<file path="src/rtl/pcbp_pkg.sv">
`timescale 1ns / 1ps
`default_nettype none

package pcbp_pkg;

  // fixed field widths
  localparam int unsigned SYM_W   = 8;
  localparam int unsigned CODE_W  = 32;
  localparam int unsigned LEN_W   = 6;
  localparam int unsigned OP_W    = 2;
  localparam int unsigned KIND_W  = 2;
  localparam int unsigned PAD_W   = 4;
  localparam int unsigned BYTE_W  = 8;

  // accumulator: up to 7 pending bits plus one full code word
  localparam int unsigned ACC_W   = CODE_W + BYTE_W - 1;
  localparam int unsigned TOTAL_W = 6;

  // input operation codes
  typedef enum logic [OP_W-1:0] {
    OP_LOAD   = 2'd0,
    OP_ENCODE = 2'd1,
    OP_FLUSH  = 2'd2
  } op_e;

  // result kinds
  typedef enum logic [KIND_W-1:0] {
    KIND_DATA  = 2'd0,
    KIND_FINAL = 2'd1,
    KIND_MISS  = 2'd2
  } kind_e;

  // commands handed from the front end to the packer
  typedef enum logic [1:0] {
    CMD_ENCODE = 2'd0,
    CMD_MISS   = 2'd1,
    CMD_FLUSH  = 2'd2
  } cmd_e;

  typedef struct packed {
    cmd_e              cmd;
    logic [SYM_W-1:0]  sym;
    logic [CODE_W-1:0] code;
    logic [LEN_W-1:0]  len;
  } cmd_t;

endpackage

`default_nettype wire

</file>
<file path="src/rtl/pcbp_fifo.sv">
`timescale 1ns / 1ps
`default_nettype none

module pcbp_fifo (
  input  wire logic           clk_i,
  input  wire logic           rst_ni,
  input  wire logic           push_i,
  input  wire pcbp_pkg::cmd_t wdata_i,
  output logic                full_o,
  output logic                valid_o,
  input  wire logic           pop_i,
  output pcbp_pkg::cmd_t      rdata_o
);

  import pcbp_pkg::*;

  cmd_t       mem_q [2];
  logic       wr_ptr_q;
  logic       rd_ptr_q;
  logic [1:0] cnt_q;

  assign full_o  = (cnt_q == 2'd2);
  assign valid_o = (cnt_q != 2'd0);
  assign rdata_o = mem_q[rd_ptr_q];

  // pointers and fill count
  always_ff @(posedge clk_i or negedge rst_ni) begin
    if (!rst_ni) begin
      wr_ptr_q <= 1'b0;
      rd_ptr_q <= 1'b0;
      cnt_q    <= 2'd0;
    end else begin
      if (push_i) begin
        wr_ptr_q <= !wr_ptr_q;
      end
      if (pop_i) begin
        rd_ptr_q <= !rd_ptr_q;
      end
      if (push_i && !pop_i) begin
        cnt_q <= cnt_q + 2'd1;
      end else if (pop_i && !push_i) begin
        cnt_q <= cnt_q - 2'd1;
      end
    end
  end

  // entry storage
  always_ff @(posedge clk_i) begin
    if (push_i) begin
      mem_q[wr_ptr_q] <= wdata_i;
    end
  end

endmodule

`default_nettype wire

</file>
<file path="config.mk">
export PLATFORM = sky130hd
export DESIGN_NAME = pcbp_fifo
export DESIGN_NICKNAME = d
export VERILOG_FILES = /design/src/rtl/pcbp_pkg.sv /design/src/rtl/pcbp_fifo.sv
export SDC_FILE = /design/constraint.sdc
export NUM_CORES = 1
export LEC_CHECK = 0
export ABC_CLOCK_PERIOD_IN_PS = 4100
export BUFFER_PORTS_ARGS = -buffer_cell sky130_fd_sc_hd__buf_2
export CORE_MARGIN = 5
export CORE_UTILIZATION = 40
export CTS_CLUSTER_SIZE = 10
export DETAILED_ROUTE_END_ITERATION = 16
export PLACE_DENSITY = 0.63
export SLEW_MARGIN = 25
export SYNTH_ARGS = -nofsm -noshare
export SYNTH_HDL_FRONTEND = slang
export SYNTH_SLANG_ARGS = --single-unit
</file>
<file path="constraint.sdc">
create_clock -name clk_i -period 4.1 [get_ports clk_i]
set_input_delay 1.23 -clock clk_i [delete_from_list [all_inputs] [get_ports clk_i]]
set_output_delay 1.23 -clock clk_i [all_outputs]
set_load 0.02 [all_outputs]
</file>
**Word level (Yosys, flattened, before mapping)**

Memories as Yosys holds them, arrays and structs flattened.
Cells that the tools add are included.

- Register bits: 4
- RAM bits: 96
- Bits of input ports: 52
- Output and inout port bits: 50
- Logic and storage cells: 19
- Memories: 1

- Add/subtract/negate cells: 2
- Eq/ne operators: 1
- Mux-type cells: 4
- Reduce and logical (&&, ||, !) cells: 8

Memories:

| name | words | bits a word | read ports | clocked after Yosys merged registers in | wr ports | RTL line | source |
|---|---|---|---|---|---|---|---|
| mem_q | 2 | 48 | 1 | 0 | 1 | pcbp_fifo.sv:17 | `cmd_t mem_q [2];` |

Operators with widths:

| cell | count |
|---|---|
| zero test 1 bit | 4 |
| two-way mux 2 bit | 2 |
| nonzero test 2 bit | 2 |
| adder 2 x 1 -> 2 bit (second input constant) | 1 |
| == test 2 bit (second input constant) | 1 |
| logical AND 1 bit | 2 |
| two-way mux 1 bit | 2 |
| subtractor 2 x 1 -> 2 bit (second input constant) | 1 |

**Logic depth before layout (Yosys ltp)**

- Depth after elaboration: 4
- Gate-level depth with buffers: 5
- Mapped depth without buffers: 5

**Least setup slack after synthesis**

Ideal clock, no wire load.

- Path type: input-to-reg
- Start: input port push_i
- End: memory mem_q[0][0] (netlist bit) (enable)
- Library setup time: 0.459 ns
- Data arrival time: 3.361 ns
- Data required time: 3.641 ns
- Setup slack: 0.280 ns
- Stages: 1
- Buffers on the path: 0
- Cell sequence: nor2b_1

- Cells in the longest elaborated chain, start to end: 2

RTL lines:

| element | RTL line | source |
|---|---|---|
| start: declaration | pcbp_fifo.sv:7 | `input wire logic push_i,` |
| two-way mux 1 bit | pcbp_fifo.sv:49 | `if (push_i) begin` |
| two-way mux 1 bit (not written as such) | pcbp_fifo.sv:50 | `mem_q[wr_ptr_q] <= wdata_i;` |
| end: declaration | pcbp_fifo.sv:17 |  |

Every way passes these cells.

==> out/metrics.csv <==
metric,value,unit
hold_violations,0,
die_width,106.2,um
dieArea,11270,sq um
drive_above_1_share,60.50,%
crit_path_end_kind,output pin,
wl,6458,um
crit_end,rdata_o[33],
final_nets,329,
firstDrtPassIters,4,
synth_seq_cells,100,
path_clk_slew,0.09,ns
hold_class,register to register,
ys_seq_area_share,80.65,%
yosysWarningCount,0,
syn2layout_area_growth,22.26,%
place_ws,1.256,ns
ctsHoldBuffers,0,
ant_nets,0,
drv_slew,0,
cts_setup_buffers,0,
synthFlopType,edfxtp_1,
rrSetupSlack,2.41,ns
cts_root_buf,clkbuf_8,
antenna_found_initial,0,
async_flop_share,4.000,%
synth_area,3699,sq um
stdcell_area,4522,sq um
first_global_vias,2040,
hpwl,4376,um
synth_top_area_cell,edfxtp_1,
syn_avg_cell_area,22.42,sq um
ff2ff_path_depth,2,
finalCritPeriodShare,77.63,%
vias,1845,
grt_overflow,0,
track_usage,11.90,%
synth.area.top_cells,"edfxtp_1 (78%), mux2_2 (12%), mux2_4 (4.1%)",
synth-edff-count,96,
relSlewSlack,55.18,%
syn_inst,165,
post_dp_cell_area,4359,sq um
ir_drop,0.2657,mV
fp.dieH,106.2,um
rsz0062_at_grt,no,
syn_nets,218,
skew,0.01653,ns
worst_hold_slack,0.4929,ns
worstReg2RegStart,wr_ptr_q,
cellPowerDensity,672.0,nW/um^2
start_util,40.60,%
viasPerCell,4.707,
drtIter0Drc,41,
ios,102,
cts.repair.resized,0,
synth.most_common_cell,edfxtp_1,
io_buffer_count,101,
htree_levels,3,
ys_types,15,
setup_viol,0,
cts_tree,built,
insertedDiodeCount,0,
grt_pass1_wl,10360,um
p_leak,1.727,nW
fin_crit,3.183,ns
tns,0,ns
yosys-top-cells-count,"edfxtp_1 (96), mux2_2 (38), mux2_4 (10), dfrtp_1 (4), xor2_1 (4)",
cp_max_fo,26,
maxCapViolCount,0,
cp_data_required_time,2.87,ns
critPathLaunch,rd_ptr_q,
wire_per_inst,16.47,um
fillers,780,
clock_sinks,100,
max_freq,314.2,MHz
ctsLongestPathBuffers,2,
synth_top_area_share,77.94,%
critical_path.startpoint_type,register,
status,"finished, final reports clean",
coreArea,9109,sq um
row_count,35,
place_congestion,0.6735,
min_from,cnt_q[1],
clock_latency,0.36,ns
drc,0,
grt_max_degree,29,
path_class,register to output pin,
r2r-end,mem_q[1][20],
worst_slack,0.9170,ns
numCtsBuffers,9,
tightest_slew,0.6708,ns
arrival,1.95,ns
[state kept, by name, indices dropped and copies added (netlist names)]
name,count
mem_q,96
cnt_q,2
rd_ptr_q,1
wr_ptr_q,1
[per-layer routing]
metal / track usage [%] / wire (um) / up-vias
li1: - / - / 866
met1: 15.63 / 2943 / 891
met2: 18.10 / 2820 / 78
met3: 4.007 / 595 / 10
met4: 4.995 / 98 / 0
met5: 0 / 0 / -
[cells in the final DEF (no fill, tap or decap)]
master	instances
buf_2	101
edfxtp_1	96
mux2_2	38
mux2_4	10
clkbuf_8	9
xor2_1	4
clkbuf_1	3
clkinvlp_4	3
dfrtp_1	3
buf_12	2
buf_4	2
inv_1	1
or2_2	1
nor2b_1	1
and2_2	1
nor2b_4	1
xnor2_1	1
nor2_1	1
ha_1	1
clkinv_2	1
dfrtp_2	1
[critical path: stages, from the launching register on]
cell and delay (ns):
dfrtp_2 0.78, buf_12 0.29, mux2_2 0.36, buf_2 0.16
[power by group]
part | switching, mW | total (mW) | internal (mW)
registers | 0.105 | 1.46 | 1.36
clock network | 0.312 | 0.533 | 0.221
logic | 0.591 | 1.04 | 0.454
total | 1.01 | 3.04 | 2.03
[worst min-delay path by stage]
stage          slack, ns        to  depth (start not counted)
2_1_floorplan       0.45  cnt_q[1]                          1
3_3_place_gp        0.47  cnt_q[1]                          1
3_5_place_dp        0.48  cnt_q[1]                          1
4_1_cts             0.50  cnt_q[1]                          1
5_1_grt             0.53  cnt_q[1]                          1
6_report            0.49  cnt_q[1]                          1
[per-stage QoR]
step                util, %  std cells  power (mW)
CTS                   49.64        392       3.090
global route          49.64        392       3.210
detailed placement    47.86        376       2.557
global placement      47.86        376       2.544
floorplan                 -        165       2.220
finish                49.64        392       3.039
[kinds of logic (layout without fill, tap and decap cells)]
| kind of cell | after synthesis | count (layout) | synth area share [%] |
|---|---|---|---|
| buf+inv | 6 | 122 | 1.421 |
| flops | 100 | 100 | 80.65 |
| xor+xnor | 5 | 5 | 1.184 |
| mux | 48 | 48 | 15.63 |
| simple gates | 5 | 5 | 0.7781 |
| fa+ha+maj | 1 | 1 | 0.3382 |
[layout make-up]
class	instances	area (sq um)	area share [%]
timing repair buffer	105	560.5	12.40
inverter	1	3.754	0.08301
multi-input combinational	59	671.9	14.86
tap	111	138.9	3.071
clock buffer	12	135.1	2.988
sequential	100	2984	65.99
clock inverter	4	27.53	0.6087
Power figures use the tool's default switching activity.
