--- config.mk ---
export PLATFORM = sky130hd
export DESIGN_NAME = pcbp_back
export DESIGN_NICKNAME = d
export VERILOG_FILES = /design/src/rtl/pcbp_pkg.sv /design/src/rtl/pcbp_back.sv
export SDC_FILE = /design/constraint.sdc
export NUM_CORES = 1
export LEC_CHECK = 0
export BUFFER_PORTS_ARGS = -buffer_cell sky130_fd_sc_hd__buf_2
export CAP_MARGIN = 20
export CORE_UTILIZATION = 47
export CTS_CLUSTER_SIZE = 30
export DETAILED_ROUTE_END_ITERATION = 6
export PLACE_DENSITY = 0.68
export RECOVER_POWER = 25
export REMOVE_ABC_BUFFERS = 1
export SLEW_MARGIN = 10
export SYNTH_ARGS = -nofsm -noshare
export SYNTH_HDL_FRONTEND = slang
export SYNTH_SLANG_ARGS = --single-unit
--- constraint.sdc ---
create_clock -name clk_i -period 2.9 [get_ports clk_i]
set_clock_uncertainty 0.1 [all_clocks]
set_input_delay 0.58 -clock clk_i [delete_from_list [all_inputs] [get_ports clk_i]]
set_output_delay 0.58 -clock clk_i [all_outputs]
set_load 0.01 [all_outputs]
--- src/rtl/pcbp_pkg.sv ---
`timescale 1ns / 1ps
`default_nettype none

package pcbp_pkg;

  // fixed field widths
  localparam int unsigned SYM_W   = 8;
  localparam int unsigned CODE_W  = 32;
  localparam int unsigned LEN_W   = 6;
  localparam int unsigned OP_W    = 2;
  localparam int unsigned KIND_W  = 2;
  localparam int unsigned PAD_W   = 4;
  localparam int unsigned BYTE_W  = 8;

  // accumulator: up to 7 pending bits plus one full code word
  localparam int unsigned ACC_W   = CODE_W + BYTE_W - 1;
  localparam int unsigned TOTAL_W = 6;

  // input operation codes
  typedef enum logic [OP_W-1:0] {
    OP_LOAD   = 2'd0,
    OP_ENCODE = 2'd1,
    OP_FLUSH  = 2'd2
  } op_e;

  // result kinds
  typedef enum logic [KIND_W-1:0] {
    KIND_DATA  = 2'd0,
    KIND_FINAL = 2'd1,
    KIND_MISS  = 2'd2
  } kind_e;

  // commands handed from the front end to the packer
  typedef enum logic [1:0] {
    CMD_ENCODE = 2'd0,
    CMD_MISS   = 2'd1,
    CMD_FLUSH  = 2'd2
  } cmd_e;

  typedef struct packed {
    cmd_e              cmd;
    logic [SYM_W-1:0]  sym;
    logic [CODE_W-1:0] code;
    logic [LEN_W-1:0]  len;
  } cmd_t;

endpackage

`default_nettype wire

--- src/rtl/pcbp_back.sv ---
`timescale 1ns / 1ps
`default_nettype none

module pcbp_back (
  input  wire logic                          clk_i,
  input  wire logic                          rst_ni,
  input  wire logic                          q_valid_i,
  output logic                               q_pop_o,
  input  wire pcbp_pkg::cmd_t                cmd_i,
  output logic                               out_valid_o,
  input  wire logic                          out_ready_i,
  output logic [pcbp_pkg::BYTE_W-1:0]        out_byte_o,
  output logic [pcbp_pkg::KIND_W-1:0]        kind_o,
  output logic [pcbp_pkg::PAD_W-1:0]         pad_bits_o,
  output logic                               last_o
);

  import pcbp_pkg::*;

  logic [ACC_W-1:0]   acc_q, acc_d;
  logic [TOTAL_W-1:0] total_q, total_d;
  logic [TOTAL_W-1:0] pend_cnt;
  logic [ACC_W-1:0]   shifted;
  logic               slot_free;
  logic               busy;
  logic               emit;
  logic               emit_last;
  logic               is_enc;
  logic               can_pop;
  logic               load_out;
  logic [PAD_W-1:0]   pad;
  logic [BYTE_W-1:0]  out_byte_d;
  kind_e              kind_d;
  logic [PAD_W-1:0]   pad_d;
  logic               last_d;

  assign slot_free = !out_valid_o || out_ready_i;
  assign busy      = (total_q >= TOTAL_W'(BYTE_W));
  assign emit      = busy && slot_free;
  assign emit_last = total_q < TOTAL_W'(2 * BYTE_W);
  assign is_enc    = (cmd_i.cmd == CMD_ENCODE);

  // an encode may merge while the last byte of the previous one leaves
  assign can_pop = is_enc ? (!busy || (emit && emit_last)) : (!busy && slot_free);
  assign q_pop_o = q_valid_i && can_pop;
  assign load_out = emit || (q_pop_o && !is_enc);

  assign pend_cnt = emit ? (total_q - TOTAL_W'(BYTE_W)) : total_q;
  assign shifted  = acc_q >> (total_q - TOTAL_W'(BYTE_W));
  assign pad      = PAD_W'(BYTE_W) - {1'b0, total_q[2:0]};

  // accumulator update
  always_comb begin
    acc_d   = acc_q;
    total_d = pend_cnt;
    if (q_pop_o) begin
      case (cmd_i.cmd)
        CMD_ENCODE: begin
          acc_d   = (acc_q << cmd_i.len) | ACC_W'(cmd_i.code);
          total_d = pend_cnt + TOTAL_W'(cmd_i.len);
        end
        CMD_FLUSH: begin
          total_d = '0;
        end
        default: begin
          total_d = pend_cnt;
        end
      endcase
    end
  end

  // next result
  always_comb begin
    out_byte_d = shifted[BYTE_W-1:0];
    kind_d     = KIND_DATA;
    pad_d      = '0;
    last_d     = emit_last;
    if (!emit) begin
      case (cmd_i.cmd)
        CMD_FLUSH: begin
          out_byte_d = acc_q[BYTE_W-1:0] << pad;
          kind_d     = KIND_FINAL;
          pad_d      = pad;
          last_d     = 1'b1;
        end
        default: begin
          out_byte_d = cmd_i.sym;
          kind_d     = KIND_MISS;
          pad_d      = '0;
          last_d     = 1'b1;
        end
      endcase
    end
  end

  // control state
  always_ff @(posedge clk_i or negedge rst_ni) begin
    if (!rst_ni) begin
      acc_q       <= '0;
      total_q     <= '0;
      out_valid_o <= 1'b0;
    end else begin
      acc_q   <= acc_d;
      total_q <= total_d;
      if (slot_free) begin
        out_valid_o <= load_out;
      end
    end
  end

  // output payload
  always_ff @(posedge clk_i) begin
    if (slot_free && load_out) begin
      out_byte_o <= out_byte_d;
      kind_o     <= kind_d;
      pad_bits_o <= pad_d;
      last_o     <= last_d;
    end
  end

endmodule

`default_nettype wire

== After elaboration in Yosys (flattened, before gate mapping) ==
Cells that the tools add are included.

* $add $sub $neg: 3
* Shift-type cells: 3
* Reduce and logical (&&, ||, !) cells: 15
* Bitwise gates (word level): 2
* Muxes and demuxes: 7
* Equal/unequal tests: 1
* Magnitude comparators: 2

{| class="wikitable"
|+ Operator list
! kind !! count
|-
| OR 39 x 32 -> 39 bit || 1
|-
| << shifter 39 x 6 -> 39 bit || 1
|-
| right shift 39 x 6 -> 8 bit || 1
|-
| 2-to-1 mux 8 bit || 2
|-
| 2-to-1 mux 6 bit || 2
|-
| case mux 6 bit (2 select lines) || 1
|-
| << shifter 8 x 4 -> 8 bit || 1
|-
| adder 6 bit || 1
|-
| >= comparator 6 x 4 -> 1 bit (second input constant) || 1
|-
| logical AND 1 bit || 6
|-
| less-than comparator 6 x 5 -> 1 bit (second input constant) || 1
|-
| subtractor 6 x 4 -> 6 bit (second input constant) || 1
|-
| subtractor 4 x 3 -> 4 bit (first input constant) || 1
|-
| zero test 1 bit || 3
|-
| logical OR 1 bit || 3
|-
| == test 2 bit (second input constant) || 1
|-
| zero test 2 bit || 1
|-
| 2-to-1 mux 2 bit || 1
|-
| AND reduction 2 bit || 1
|-
| OR reduction 2 bit || 1
|-
| 2-to-1 mux 1 bit || 1
|-
| inverter 1 bit || 1
|}

* Output and inout bits: 17
* Input bits: 52
* Word-level logic and storage cells: 40
* Bits in registers: 61

== Depth between registers and ports, before layout ==
* Word-level depth: 10
* Gate-level depth with buffers: 11
* Depth with buffers taken out: 11

== Least setup slack after synthesis ==
Ideal clock, no wire load.

* Path kind: reg-to-reg
* Start point: register total_q[1]
* End point: register out_byte_o[7] (netlist name), data pin
* Path buffers: 4
* Data arrival time: 2677 ps
* Library setup time: 260 ps
* Period minus slack after synthesis: 3038 ps
* Data required time: 2540 ps
* Stages on the path, launching flop included: 12
* Path slack: -138 ps
* Cells stage by stage: dfrtp_1 > buf_2 > buf_2 > buf_2 > inv_1 > ha_1 > clkbuf_1 > mux4_2 > mux2i_1 > nor2_1 > a221oi_1 > nand2_1

* Longest elaborated chain between the ends: 4
* Elaborated cells on any way between the ends: 8
* Classes of those cells: add/sub: 2; order compare: 1; shift: 2; mux: 2; reduce/logical: 1

{| class="wikitable"
|+ Ends and longest elaborated chain
! what !! RTL line !! text
|-
| from (decl) || pcbp_back.sv:21 || <nowiki>logic [TOTAL_W-1:0] total_q, total_d;</nowiki>
|-
| from (signal assigned) || pcbp_back.sv:104 || <nowiki>total_q <= total_d;</nowiki>
|-
| subtractor 4 x 3 -> 4 bit || pcbp_back.sv:50 || <nowiki>assign pad = PAD_W'(BYTE_W) - {1'b0, total_q[2:0]};</nowiki>
|-
| via pad[1] || pcbp_back.sv:31 || <nowiki>logic [PAD_W-1:0] pad;</nowiki>
|-
| << shifter 8 x 4 -> 8 bit || pcbp_back.sv:81 || <nowiki>out_byte_d = acc_q[BYTE_W-1:0] << pad;</nowiki>
|-
| 2-to-1 mux 8 bit || pcbp_back.sv:79 || <nowiki>case (cmd_i.cmd)</nowiki>
|-
| 2-to-1 mux 8 bit || pcbp_back.sv:78 || <nowiki>if (!emit) begin</nowiki>
|-
| via out_byte_d[7] || pcbp_back.sv:32 || <nowiki>logic [BYTE_W-1:0] out_byte_d;</nowiki>
|-
| to (signal assigned) || pcbp_back.sv:114 || <nowiki>out_byte_o <= out_byte_d;</nowiki>
|-
| to (decl) || pcbp_back.sv:12 || <nowiki>output logic [pcbp_pkg::BYTE_W-1:0] out_byte_o,</nowiki>
|}

The timed path passes the listed nets, and every way through them passes these cells.
A chain may end at the register's enable or synchronous reset.

== Worst setup path after layout ==
* Start point: register total_q[4]
* End point: register total_q[5]

* Longest elaborated chain between the ends: 7
* Elaborated cells on any way between the ends: 14
* Classes of those cells: add/sub: 2; order compare: 2; mux: 4; reduce/logical: 6

{| class="wikitable"
|+ Ends and longest elaborated chain
! what !! RTL line !! text
|-
| parallel branches: the longest is 6 deep, another holds >= comparator 6 x 4 -> 1 bit || -- ||
|-
| 2-to-1 mux 6 bit (*) || pcbp_back.sv:56 || <nowiki>if (q_pop_o) begin</nowiki>
|-
| via total_d[5] || pcbp_back.sv:21 ||
|}

Mark *: on every way through the listed nets, which the timed path passes.

==> metrics.cfg <==
[worst_setup_path]
endpoint=total_q[5]
critPathCaptureType=register
rr_worst_depth=11
critical_path_arrival_ps=2850
worst_ep_required_time_ps=3070
path_buf_inv=1
reg2reg_from=total_q[4]
worstSetupStartpoint=total_q[4]
start_kind=register
worstPathCellList=inv_1 > ha_1 > nor4b_2 > o21ai_1 > o21ai_1 > ha_1 > nand2_1 > o211ai_1 > a21oi_1 > xnor3_1 > o22ai_1
rrSetupSlack_ps=220
cp.depth=11
cp_slowest_stage_delay_ps=420
r2r-end=total_q[5]
crit_path_top_delay_cell=dfrtp_1
crit_type=register to register
cp_max_fo=6
critPathTopFamily=compound AO/OA/AOI/OAI gates

[sta]
fin_tns_setup_ps=0
worstMarginPinSlew_ps=1450
slew_viol_final=0
rsz0062_at_grt=no
finalSetupViolations=0
fin_crit_sh_pct=92.4
hold_violations=0
relSlewSlack_pct=3.51
fmax_mhz=373
finalCriticalPeriod_ps=2680

[global_route]
top_usage_layer=met2
grt_max_degree=44
grt_overflow=0
grt_antenna_before_repair=0
use_met1_pct=43.2
use_met2_pct=53.3
met3_usage_pct=5.20
grt_pass1_wl_um=37100
grt_pass1_vias=6649
grt_use_total_pct=33.4

[clock_tree]
h-tree-depth=3
cts_root_buffer=clkbuf_16
cts_tree=done
cts_hold_buf=0
clock-sinks=61
cts_made_buffers=9
cts_buffer_depth=2
post_cts_resized=0
clock_latency_ps=350
clkTransAtPathRegs_ps=60
postCtsSetupBuffers=0

[cells_and_area]
antenna_cells=0
post_route_cells_drive_above_1_share_pct=30.1
nNetsFinal=837
syn_to_final_growth_pct=14.1
layout_common_cells=84 x nand2_1, 67 x buf_2, 62 x mux4_2
post-route-util_pct=55.3
num-fill-cells=1245
layout_commonest_cell=nand2_1

[synthesis]
syn_inst=714
synthFlopType=dfrtp_1
postSynthAreaPerCell_sq_um=9.46
ys_ff_latch=61
yosysSeqAreaShare_pct=23.7
synth_area_sq_um=6760
async_flop_share_pct=75.4
synth-edff-count=15
synth_cell_type_count=72
synth_warnings=0

[die]
die-height_um=122
core_region_area_sq_um=13900
rows=43
initial_core_util_pct=48.5
io_pins=69
fp.dieArea_sq_um=14900
dieWidth_um=122

[routing]
detail-route-antenna-nets=0
drt_wl_total_um=23600
vias_per_cell=7.06
via_count=6785
first_iter_violations=763
wl_per_cell_um=24.6
firstDrtPassIters=5
drc=0

[placement]
hpwl_um=17600
gp_routability_congestion=1.04
io_buffers=68

[min_path]
hold_class=input port to register

[pwr]
p_total_mw=8.94
peakVddDrop_uv=529
power_leakage_nw=3.08
power_density_nw_per_um2=1160

[outcome]
status=completed

[flow_run]
drv_cap=0

## worst min path at each step
stage	start	end	slack, ps	depth (start not counted)
after floorplan	rst_ni	acc_q[0]	180	0
after global placement	rst_ni	acc_q[29]	500	1
after detailed placement	rst_ni	acc_q[27]	510	1
after CTS	rst_ni	acc_q[27]	140	1
after global routing	cmd_i[11]	acc_q[5]	390	3
final	cmd_i[11]	acc_q[5]	370	3
## worst reg2reg max path, cell delays in order, from the launching register on
cell and delay, ps:
dfrtp_1 420, inv_1 110, ha_1 150, nor4b_2 300, o21ai_1 150, o21ai_1 210, ha_1 310, nand2_1 90
o211ai_1 80, a21oi_1 200, xnor3_1 330, o22ai_1 140
## synth_stat cells (3+ instances only)
cell,count,share of area [%]
a2111oi_0,4,0.52
a21oi_1,42,3.1
a221oi_1,6,0.78
a22o_1,3,0.39
a22oi_1,13,1.4
a31oi_1,13,1.2
and2_1,3,0.28
and3_1,6,0.56
buf_1,6,0.33
buf_2,18,1.3
buf_4,3,0.33
buf_6,3,0.50
clkbuf_1,32,1.8
dfrtp_1,46,17
edfxtp_1,15,6.7
ha_1,8,1.5
inv_1,11,0.61
inv_2,4,0.22
mux2_2,34,5.7
mux2i_1,49,7.3
mux4_2,62,21
nand2_1,84,4.7
nand2b_1,8,0.74
nand3_1,15,1.1
nand3b_1,3,0.33
nand4_1,3,0.28
nor2_1,58,3.2
nor2b_1,12,1.1
nor3_1,15,1.1
o2111ai_1,3,0.39
o211ai_1,15,1.7
o21a_1,4,0.44
o21ai_0,35,2.6
o21ai_1,9,0.67
o221ai_1,8,1.0
o22a_1,3,0.39
o22ai_1,7,0.65
o31ai_1,3,0.33
o32a_1,4,0.59
or3_1,3,0.28
xnor2_1,3,0.39
## registers in the layout, summed over array words and instances, names as in the netlist
signal,cells
out_valid_o,1
out_byte_o,8
pad_bits_o,4
kind_o,2
acc_q,39
total_q,6
last_o,1
## cell type report
type | instances | area (sq um) | share of cell area (%)
clock buffer | 11 | 253 | 3.28
inverter | 15 | 56.3 | 0.730
sequential | 61 | 1600 | 20.8
timing repair buffer | 113 | 732 | 9.49
multi-input combinational | 576 | 4810 | 62.4
tap | 180 | 225 | 2.92
clock inverter | 5 | 32.5 | 0.422
## power breakdown
part	switching (mW)	leakage [nW]	internal, mW
clock network	0.433	0.142	0.625
registers	0.917	0.695	1.34
logic	2.87	2.24	2.75
total	4.22	3.08	4.72
## through the flow
step / hold slack [ps] / cell area, sq um / setup slack, ps / instances
after detailed placement: 505 / 7440 / 67.2 / 945
after global routing: 390 / 7710 / 27.8 / 961
final: 371 / 7710 / 219 / 961
after floorplan: 184 / 6470 / -945 / 652
after global placement: 500 / 7440 / 101 / 945
after CTS: 141 / 7720 / 123 / 961
## kinds of logic (layout without fill, tap and decap cells)
| family | Yosys count | in the layout | share of synthesized area, % |
|---|---|---|---|
| AO/OA/AOI/OAI | 194 | 194 | 19.4 |
| flip-flops | 61 | 61 | 23.7 |
| XOR/XNOR | 6 | 6 | 0.982 |
| AND/OR/NAND/NOR | 220 | 220 | 14.9 |
| buffers and inverters | 77 | 144 | 5.11 |
| multiplexers | 147 | 147 | 34.1 |
| adder cells (fa/ha/maj) | 9 | 9 | 1.78 |
## metal layers
layer	vias to the layer above	part of all wire, %
met2	461	46
li1	2913	-
met4	0	4.9
met5	-	0
met1	3335	39
met3	76	9.5
(Power assumes the default switching activity.)
